## src/wmm_pkg.sv

```systemverilog
`default_nettype none

package wmm_pkg;

    localparam int SAMPLE_W          = 24;
    localparam int MIN_W             = 18;
    localparam int COUNT_W           = 7;
    localparam int WINDOW_DEPTH_DEF  = 64;

    // 999 ms in units of 1/256 ms
    localparam logic [MIN_W-1:0] MIN_CEILING = MIN_W'(999 * 256);

    typedef enum logic [2:0] {
        ST_IDLE,
        ST_SCAN,
        ST_DIVGO,
        ST_DIVWAIT,
        ST_DONE
    } state_t;

endpackage

`default_nettype wire

```

## src/wmm_ram.sv

```systemverilog
`default_nettype none

module wmm_ram #(
    parameter int WIDTH = 24,
    parameter int DEPTH = 64
) (
    input  wire logic                     clk,
    input  wire logic                     we,
    input  wire logic [$clog2(DEPTH)-1:0] waddr,
    input  wire logic [WIDTH-1:0]         wdata,
    input  wire logic [$clog2(DEPTH)-1:0] raddr,
    output logic      [WIDTH-1:0]         rdata
);

    logic [WIDTH-1:0] mem [DEPTH];

    always_ff @(posedge clk)
    begin
        if (we)
        begin
            mem[waddr] <= wdata;
        end
        rdata <= mem[raddr];
    end

endmodule

`default_nettype wire

```

## src/wmm_divider.sv

```systemverilog
`default_nettype none

module wmm_divider #(
    parameter int DIVIDEND_W = 31,
    parameter int DIVISOR_W  = 7
) (
    input  wire logic                  clk,
    input  wire logic                  rst_n,
    input  wire logic                  start,
    input  wire logic [DIVIDEND_W-1:0] dividend,
    input  wire logic [DIVISOR_W-1:0]  divisor,
    output logic      [DIVIDEND_W-1:0] quotient,
    output logic                       done
);

    localparam int CNT_W = $clog2(DIVIDEND_W + 1);

    logic                  busy_reg;
    logic                  busy_next;
    logic                  done_reg;
    logic                  done_next;
    logic [CNT_W-1:0]      cnt_reg;
    logic [CNT_W-1:0]      cnt_next;
    logic [DIVIDEND_W-1:0] quo_reg;
    logic [DIVIDEND_W-1:0] quo_next;
    logic [DIVISOR_W-1:0]  rem_reg;
    logic [DIVISOR_W-1:0]  rem_next;
    logic [DIVISOR_W-1:0]  div_reg;
    logic [DIVISOR_W-1:0]  div_next;
    logic [DIVISOR_W:0]    trial;
    logic                  fits;

    // one quotient bit per cycle, restoring
    assign trial = {rem_reg, quo_reg[DIVIDEND_W-1]};
    assign fits  = (trial >= {1'b0, div_reg});

    always_comb
    begin
        busy_next = busy_reg;
        done_next = 1'b0;
        cnt_next  = cnt_reg;
        quo_next  = quo_reg;
        rem_next  = rem_reg;
        div_next  = div_reg;
        if (start)
        begin
            busy_next = 1'b1;
            cnt_next  = CNT_W'(DIVIDEND_W);
            quo_next  = dividend;
            rem_next  = '0;
            div_next  = divisor;
        end
        else if (busy_reg)
        begin
            quo_next = {quo_reg[DIVIDEND_W-2:0], fits};
            rem_next = fits ? DIVISOR_W'(trial - {1'b0, div_reg}) : trial[DIVISOR_W-1:0];
            cnt_next = cnt_reg - CNT_W'(1);
            if (cnt_reg == CNT_W'(1))
            begin
                busy_next = 1'b0;
                done_next = 1'b1;
            end
        end
    end

    always_ff @(posedge clk or negedge rst_n)
    begin
        if (!rst_n)
        begin
            busy_reg <= 1'b0;
            done_reg <= 1'b0;
            cnt_reg  <= '0;
        end
        else
        begin
            busy_reg <= busy_next;
            done_reg <= done_next;
            cnt_reg  <= cnt_next;
        end
    end

    always_ff @(posedge clk)
    begin
        quo_reg <= quo_next;
        rem_reg <= rem_next;
        div_reg <= div_next;
    end

    assign quotient = quo_reg;
    assign done     = done_reg;

endmodule

`default_nettype wire

```

## src/window_min_max_mean.sv

```systemverilog
//  channel   signals                                    direction
//  sample    sample_valid, sample_stall, sample_time    in (stall out)
//  result    result_valid, result_stall, min_time,      out (stall in)
//            max_time, mean_time, valid_count
//
//  each item is processed in turn:
//  one window entry a cycle through the memory read port, then one mean bit a cycle
//  from the serial divider. sample_stall is high from acceptance until the result is
//  loaded into the output register; a waiting result does not block the next item.
//  reset clears a fill count, entries beyond it read as empty, so no clearing pass.

`default_nettype none

module window_min_max_mean #(
    parameter int WINDOW_DEPTH = wmm_pkg::WINDOW_DEPTH_DEF
) (
    input  wire logic                          clk,
    input  wire logic                          rst_n,
    input  wire logic                          sample_valid,
    output logic                               sample_stall,
    input  wire logic [wmm_pkg::SAMPLE_W-1:0]  sample_time,
    output logic                               result_valid,
    input  wire logic                          result_stall,
    output logic      [wmm_pkg::MIN_W-1:0]     min_time,
    output logic      [wmm_pkg::SAMPLE_W-1:0]  max_time,
    output logic      [wmm_pkg::SAMPLE_W-1:0]  mean_time,
    output logic      [wmm_pkg::COUNT_W-1:0]   valid_count
);

    localparam int AW    = $clog2(WINDOW_DEPTH);
    localparam int CW    = $clog2(WINDOW_DEPTH + 1);
    localparam int SW    = wmm_pkg::SAMPLE_W;
    localparam int MW    = wmm_pkg::MIN_W;
    localparam int SUM_W = SW + CW;

    wmm_pkg::state_t state_reg;
    wmm_pkg::state_t state_next;

    logic [AW-1:0]    wptr_reg;
    logic [AW-1:0]    wptr_next;
    logic [CW-1:0]    fill_reg;
    logic [CW-1:0]    fill_next;
    logic [CW-1:0]    scan_reg;
    logic [CW-1:0]    scan_next;
    logic             pend_reg;
    logic             pend_next;
    logic [SUM_W-1:0] sum_reg;
    logic [SUM_W-1:0] sum_next;
    logic [CW-1:0]    count_reg;
    logic [CW-1:0]    count_next;
    logic [MW-1:0]    lo_reg;
    logic [MW-1:0]    lo_next;
    logic [SW-1:0]    hi_reg;
    logic [SW-1:0]    hi_next;
    logic             rvalid_reg;
    logic             rvalid_next;
    logic [MW-1:0]    min_reg;
    logic [SW-1:0]    max_reg;
    logic [SW-1:0]    mean_reg;
    logic [wmm_pkg::COUNT_W-1:0] vcount_reg;

    logic             accept;
    logic             ram_we;
    logic             scan_run;
    logic             scan_end;
    logic             div_start;
    logic             div_done;
    logic             load_result;
    logic [SW-1:0]    rd_data;
    logic [SUM_W-1:0] quotient;

    assign accept   = sample_valid && !sample_stall;
    assign scan_end = (scan_reg == CW'(WINDOW_DEPTH));

    wmm_ram #(
        .WIDTH (SW),
        .DEPTH (WINDOW_DEPTH)
    ) u_window (
        .clk   (clk),
        .we    (ram_we),
        .waddr (wptr_reg),
        .wdata (sample_time),
        .raddr (scan_reg[AW-1:0]),
        .rdata (rd_data)
    );

    wmm_divider #(
        .DIVIDEND_W (SUM_W),
        .DIVISOR_W  (CW)
    ) u_div (
        .clk      (clk),
        .rst_n    (rst_n),
        .start    (div_start),
        .dividend (sum_reg),
        .divisor  (count_reg),
        .quotient (quotient),
        .done     (div_done)
    );

    // next state
    always_comb
    begin
        state_next = state_reg;
        unique case (state_reg)
            wmm_pkg::ST_IDLE:
            begin
                if (sample_valid)
                begin
                    state_next = wmm_pkg::ST_SCAN;
                end
            end
            wmm_pkg::ST_SCAN:
            begin
                if (scan_end)
                begin
                    state_next = wmm_pkg::ST_DIVGO;
                end
            end
            wmm_pkg::ST_DIVGO:
            begin
                state_next = wmm_pkg::ST_DIVWAIT;
            end
            wmm_pkg::ST_DIVWAIT:
            begin
                if (div_done)
                begin
                    state_next = wmm_pkg::ST_DONE;
                end
            end
            wmm_pkg::ST_DONE:
            begin
                if (!rvalid_reg || !result_stall)
                begin
                    state_next = wmm_pkg::ST_IDLE;
                end
            end
            default:
            begin
                state_next = wmm_pkg::ST_IDLE;
            end
        endcase
    end

    // control outputs
    always_comb
    begin
        sample_stall = 1'b1;
        ram_we       = 1'b0;
        scan_run     = 1'b0;
        div_start    = 1'b0;
        load_result  = 1'b0;
        unique case (state_reg)
            wmm_pkg::ST_IDLE:
            begin
                sample_stall = 1'b0;
                ram_we       = sample_valid;
            end
            wmm_pkg::ST_SCAN:
            begin
                scan_run = 1'b1;
            end
            wmm_pkg::ST_DIVGO:
            begin
                div_start = 1'b1;
            end
            wmm_pkg::ST_DIVWAIT:
            begin
                sample_stall = 1'b1;
            end
            wmm_pkg::ST_DONE:
            begin
                load_result = !rvalid_reg || !result_stall;
            end
            default:
            begin
                sample_stall = 1'b1;
            end
        endcase
    end

    // window bookkeeping and scan accumulation
    always_comb
    begin
        wptr_next  = wptr_reg;
        fill_next  = fill_reg;
        scan_next  = scan_reg;
        pend_next  = 1'b0;
        sum_next   = sum_reg;
        count_next = count_reg;
        lo_next    = lo_reg;
        hi_next    = hi_reg;
        if (accept)
        begin
            wptr_next  = (wptr_reg == AW'(WINDOW_DEPTH - 1)) ? '0 : wptr_reg + AW'(1);
            if (fill_reg != CW'(WINDOW_DEPTH))
            begin
                fill_next = fill_reg + CW'(1);
            end
            scan_next  = '0;
            sum_next   = '0;
            count_next = '0;
            lo_next    = wmm_pkg::MIN_CEILING;
            hi_next    = '0;
        end
        if (scan_run)
        begin
            // entries at or past the fill count were never written and read as empty
            pend_next = (scan_reg < fill_reg);
            if (!scan_end)
            begin
                scan_next = scan_reg + CW'(1);
            end
            if (pend_reg && (rd_data != '0))
            begin
                sum_next   = sum_reg + SUM_W'(rd_data);
                count_next = count_reg + CW'(1);
                if (rd_data < {{(SW - MW){1'b0}}, lo_reg})
                begin
                    lo_next = rd_data[MW-1:0];
                end
                if (rd_data > hi_reg)
                begin
                    hi_next = rd_data;
                end
            end
        end
    end

    always_comb
    begin
        rvalid_next = rvalid_reg;
        if (result_valid && !result_stall)
        begin
            rvalid_next = 1'b0;
        end
        if (load_result)
        begin
            rvalid_next = 1'b1;
        end
    end

    always_ff @(posedge clk or negedge rst_n)
    begin
        if (!rst_n)
        begin
            state_reg  <= wmm_pkg::ST_IDLE;
            wptr_reg   <= '0;
            fill_reg   <= '0;
            scan_reg   <= '0;
            pend_reg   <= 1'b0;
            rvalid_reg <= 1'b0;
        end
        else
        begin
            state_reg  <= state_next;
            wptr_reg   <= wptr_next;
            fill_reg   <= fill_next;
            scan_reg   <= scan_next;
            pend_reg   <= pend_next;
            rvalid_reg <= rvalid_next;
        end
    end

    always_ff @(posedge clk)
    begin
        sum_reg   <= sum_next;
        count_reg <= count_next;
        lo_reg    <= lo_next;
        hi_reg    <= hi_next;
        if (load_result)
        begin
            min_reg    <= lo_reg;
            max_reg    <= hi_reg;
            mean_reg   <= (count_reg == '0) ? '0 : quotient[SW-1:0];
            vcount_reg <= wmm_pkg::COUNT_W'(count_reg);
        end
    end

    assign result_valid = rvalid_reg;
    assign min_time     = min_reg;
    assign max_time     = max_reg;
    assign mean_time    = mean_reg;
    assign valid_count  = vcount_reg;

`ifndef NO_ASSERTIONS
    assert property (@(posedge clk) disable iff (!rst_n)
        accept |=> (state_reg == wmm_pkg::ST_SCAN) && (scan_reg == '0))
        else $error("accepted item did not start a scan from entry zero");

    assert property (@(posedge clk) disable iff (!rst_n)
        fill_reg <= CW'(WINDOW_DEPTH))
        else $error("fill count beyond window depth");

    assert property (@(posedge clk) disable iff (!rst_n)
        (state_reg == wmm_pkg::ST_DIVWAIT || state_reg == wmm_pkg::ST_DONE)
            |-> (count_reg <= fill_reg) && (lo_reg <= wmm_pkg::MIN_CEILING))
        else $error("scan totals out of range");

    assert property (@(posedge clk) disable iff (!rst_n)
        div_done |-> (state_reg == wmm_pkg::ST_DIVWAIT))
        else $error("divider finished outside its wait state");
`endif

endmodule

`default_nettype wire
```

## config.mk

```make
export PLATFORM = sky130hd
export DESIGN_NAME = window_min_max_mean
export DESIGN_NICKNAME = d
export VERILOG_FILES = /design/src/wmm_pkg.sv /design/src/wmm_ram.sv /design/src/wmm_divider.sv /design/src/window_min_max_mean.sv
export SDC_FILE = /design/constraint.sdc
export NUM_CORES = 2
export LEC_CHECK = 0
export ABC_AREA = 1
export ABC_CLOCK_PERIOD_IN_PS = 11600
export BUFFER_PORTS_ARGS = -buffer_cell sky130_fd_sc_hd__buf_2
export CAP_MARGIN = 20
export CORE_UTILIZATION = 40
export CTS_CLUSTER_DIAMETER = 150
export DETAILED_ROUTE_END_ITERATION = 7
export PLACE_DENSITY = 0.66
export RECOVER_POWER = 100
export SLEW_MARGIN = 20
export SYNTH_ARGS = -nofsm -noshare
export SYNTH_HDL_FRONTEND = slang
export SYNTH_HIERARCHICAL = 1
export SYNTH_SLANG_ARGS = --single-unit
```

## constraint.sdc

```tcl
create_clock -name clk -period 11.6 [get_ports clk]
set_input_delay 1.74 -clock clk [delete_from_list [all_inputs] [get_ports clk]]
set_output_delay 1.74 -clock clk [all_outputs]
set_load 0.01 [all_outputs]
```

Word-level counts from Yosys, hierarchy flattened
Memory sizes are Yosys's and may differ from the RTL's. A register that Yosys moved wholly into a read port is not among the register bits. Index checks and enable logic that the tools add are counted.

Div/mod/pow operators: 0. Equality and inequality tests: 12. Add/subtract/negate cells: 7. Bitwise operators: 0. Multiplexer cells: 44. Multipliers: 0. Reductions and logical operators: 13. $lt $le $gt $ge: 4. Shift operators: 0.

Operator list (number): 2-to-1 mux 31 bit (5); 2-to-1 mux 24 bit (4); 2-to-1 mux 18 bit (4); 2-to-1 mux 7 bit (7); adder 31 x 24 -> 31 bit (1); greater-than comparator 24 bit (1); less-than comparator 24 x 18 -> 1 bit (1); nonzero test 24 bit (1); adder 7 x 1 -> 7 bit, second input constant (3); 2-to-1 mux 1 bit (16); case mux 3 bit (5 select lines) (1); 2-to-1 mux 3 bit (4); 2-to-1 mux 5 bit (2); >= comparator 8 x 7 -> 1 bit (1); equality test 7 bit, second input constant (1); zero test 7 bit (1); less-than comparator 7 bit (1); != test 7 bit, second input constant (1); subtractor 7 bit (1); adder 6 x 1 -> 6 bit, second input constant (1); equality test 3 x 2 -> 1 bit, second input constant (2); equality test 6 bit, second input constant (1); 2-to-1 mux 6 bit (1); != test 2 bit, second input constant (3); 12 further kinds (16).

Register bits: 230. Memory bits (writable): 1536. Memories: 1. ROM bits: 0. Logic and storage cells: 101. Bits in latches: 0. Output and inout bits: 75.

Memory list: u_window.mem (depth 64, bits a word 24, read ports 1, clocked after memory_dff 1, write ports 1, RTL line wmm_ram.sv:15) `logic [WIDTH-1:0] mem [DEPTH];`.

Longest topological paths before layout
Depth after elaboration: 6. Gate-level depth with buffers: 14. Mapped depth without buffers: 14.

Hierarchy
Netlist, hierarchy kept.

By module, submodules not included: wmm_ram (seq. area each 46604.7 sq um, cells each 5230, area each 62755.2 sq um, times used 1); window_min_max_mean (seq. area each 4419.2 sq um, cells each 1319, area each 10040.9 sq um, times used 1); wmm_divider (seq. area each 1456.4 sq um, cells each 293, area each 2602.5 sq um, times used 1).

Least setup slack after synthesis
No wires, ideal clock.

Path kind: input-to-reg. Start point: input sample_valid. End point: memory u_window.mem[48][0], enable pin. Arrival time: 4.943 ns. Data required time: 11.134 ns. Stages: 6. Setup slack: 6.191 ns. Setup time: 0.466 ns. Path buffers: 2. Cell sequence: inv_1 nor2_2 buf_4 clkbuf_1 nand4_1 nor4_1.

Cells in the longest elaborated chain, start to end: 3.

RTL lines: from (decl) (RTL line window_min_max_mean.sv:19) `input wire logic sample_valid,`; 2-to-1 mux 1 bit (RTL line window_min_max_mean.sv:152) `unique case (state_reg)`; 2-to-1 mux 1 bit (RTL line wmm_ram.sv:19) `if (we)`; 2-to-1 mux 1 bit (implied by the code) (RTL line wmm_ram.sv:21) `mem[waddr] <= wdata;`; to (decl) (RTL line wmm_ram.sv:15).

No other way between the ends.

==> metrics.txt <==
adder-cell share of the synthesized area 1.50%; Mapped Nets 6,959; power per cell area 242 nW/µm²; Critical Path End Type flip-flop; starting DRC count in detailed routing 6,669; Post-synth EDFFs 1,647; failing checks max-capacitance violations, max-slew violations; Fillers 16.9k; RSZ-0062 raised after global routing no; Detailed Routing Iterations Pass 1 8; worst min-delay path category reg -> reg; Cells after Synth 6,842; number of max-cap violations 89; max incr delay on CP 2.42 ns; largest net degree at the start of global routing 218; simple-gate portion of the synthesized area around a quarter; Setup Skew 0.0355 ns; NetSw about 7.6 mW; area of the die 190,000 µm²; DP Wirelength 114 mm; CTS tree done; Synth Area per Inst 11.0 µm²; Util after Layout about 45%; vias after detailed routing just over 50k; final wirelength 210 mm; Crit path max-delay family buffers and inverters; grt met1 use a little under a third; Synth Area in XOR/XNOR 0.302%; synth warn 6; Setup Total Neg Slack 0 ns; Synth Area in Compound Gates less than 1%; worst skew pair latency 0.82 ns; Finish-stage setup viols 0; Final Hold Viols 0; Fmax achieved 146 MHz; Clk pwr share between 20 and 30%; startpoint type of the worst setup path flip-flop; sequential share of the synthesized area 69.6%; share of layout cells above drive strength 1 roughly 5.4%; DIE WIDTH 436 µm; vias in the first global route 48.2k; Post-Syn Area 75,400 µm²; Slew headroom -174%; critical path data required time 12.34 ns; Leak between 30 and 40 nW; IO Count 103; count leader, synth nand2_1; Num Clock Sinks 1,790; CP Max Fanout 59; cell taking the most area after synthesis edfxtp_1; first-pass GRT wire length between 300 and 400 mm; Distinct cells, synth 51; nets around 7k; actual slew at the worst max-slew pin 4.12 ns; GRT Util Overall 21.5%; Period minus WS final 6.85 ns; Hold Buf Count CTS 0; Sw Share 38.0%; Core ar. 186,000 µm²; max FFs per register about 1.5k; Routed Antenna Nets 0; share of the synthesized area in the top cell type 65.6%; Die H around 440 µm; Internal 12.5 mW; IO buf count 102; ys async rst share 1.79%; mux share of post-synthesis cell area 0%; layout overhead on the synthesized area 10.5%; # rows approximately 160; synth cell count leaders nand2_1, edfxtp_1, nand3_1; CP cell instances clkbuf_1, buf_4, nand3_1, nand2_1, nand2_1, nand3_1, nand3_1, nand2_1; grt met2 use 33.2%; Vias/cell ~5.4; Initial Util 40.4%; VDD IR max around 0.26 mV; main combinational cell family by area after synthesis simple AND/OR/NAND/NOR gates; CP Class reg -> reg; Final period util 59.1%; Reg power frac 39.7%; Max Slew Vio Count 3,343; antenna violations before repair 2; ys flop type edfxtp_1; Comb pwr share 32.0%; wire per inst 22.1 µm; grt total ovfl 0; grt met3 use 3.76%; total CTS buffers 175; clk buf depth 3; outcome complete, but fails checks; clock slew at reported path FFs about 0.06 ns; crit path buf inv count 2; main area contributors after synthesis edfxtp_1, nand2_1, nand3_1, dfxtp_1, ha_1; Placer Congestion 0.901; # DRC 0; #FFs+latches synth 1,790; critical path arrival 7.59 ns; post-CTS setup repair buffer count 0; Clock Tree Root clkbuf_16; H-tree Lvls 4; GRT busiest layer met2; Resize count post-CTS 0; slowest CP cell clkbuf_1
-- power groups by stage --
stage | logic (mW) | clock network [mW] | registers (mW)
final | 6.45 | 5.70 | 8.00
after floorplan | 4.72 | 0 | 7.77
after global placement | 6.27 | 0 | 8.10
after global routing | 7.12 | 5.99 | 8.03
after detailed placement | 6.36 | 0 | 8.10
after CTS | 6.39 | 5.76 | 7.97
-- placed cells by master, fill, tap and decap left out, types with 4 or more instances in the layout --
cell type | netlist | routed
edfxtp_1 | 1647 | 1647
clkbuf_16 | 0 | 177
nand4_1 | 22 | 22
o21a_1 | 4 | 4
xor2_1 | 12 | 12
nor4_1 | 9 | 5
nand3_1 | 1430 | 1430
ha_1 | 87 | 87
dfxtp_1 | 111 | 111
o21ai_0 | 42 | 54
nor2_2 | 7 | 30
nor4_2 | 1 | 5
nand2_1 | 2460 | 2461
inv_6 | 0 | 5
buf_4 | 33 | 19
clkbuf_8 | 0 | 8
dfrtp_1 | 32 | 28
clkinv_2 | 0 | 40
clkinvlp_4 | 0 | 5
buf_12 | 0 | 7
inv_2 | 9 | 4
inv_16 | 0 | 6
buf_2 | 185 | 24
bufinv_16 | 0 | 15
nand2_2 | 6 | 5
nor2_1 | 173 | 149
clkbuf_1 | 73 | 205
a21oi_1 | 47 | 47
nand3b_1 | 10 | 10
xnor2_1 | 14 | 14
clkinv_1 | 1 | 30
nor3_1 | 18 | 18
inv_1 | 284 | 286
-- metrics by stage --
stage                     setup WS (ns)  hold slack, ns  total power, mW  instance area, µm²  cells
after floorplan                    6.19           0.408             12.5               75400   6842
after global placement             7.32           0.423             14.4               78200   9174
after detailed placement           7.26           0.431             14.5               78200   9174
after CTS                          7.21           0.442             20.1               83900   9498
after global routing               4.62           0.448             21.1               83300   9498
final                              4.75           0.439             20.1               83300   9499
-- kinds of logic (layout without fill, tap and decap cells) --
| family | count (synthesis) | count (layout) |
|---|---|---|
| buffers and inverters | 666 | 842 |
| xor gates and xnor gates | 26 | 26 |
| AOI/OAI and AO/OA | 117 | 117 |
| DFF | 1790 | 1790 |
| and+or+nand+nor | 4154 | 4154 |
| adders and majority gates | 89 | 89 |
| other | 0 | 1 |
-- path summary, 6_finish.rpt --
kind | slack, ns | cells after the start | end | start
min in group asynchronous | 1.45 | 1 | result_valid | rst_n
max | 4.75 | 8 | u_window/rdata[23] | scan_reg[2]
min | 0.44 | 0 | min_time[10] | lo_reg[10]
max reg2reg | 4.75 | 8 | u_window/rdata[23] | scan_reg[2]
max in group asynchronous | 8.76 | 1 | scan_reg[3] | rst_n
min reg2reg | 0.44 | 0 | min_time[10] | lo_reg[10]
-- layer usage --
metal	wire, µm	vias to the layer above	share of wire, %
met1	85100	24900	41
met2	93800	2539	45
met4	8810	0	4.2
met5	0	-	0
li1	-	23600	-
met3	21800	417	10
-- layout make-up --
type | count | area [µm²] | share of cell area, %
Sequential cell | 1790 | 52500 | 63.0
Antenna cell | 1 | 2.50 | 0.00300
Multi-Input combinational cell | 4386 | 19700 | 23.7
Clock buffer | 218 | 4660 | 5.60
Inverter | 295 | 1140 | 1.37
Tap cell | 2480 | 3100 | 3.72
Clock inverter | 106 | 1090 | 1.31
Timing Repair Buffer | 223 | 1060 | 1.27
(Power assumes the default switching activity.)
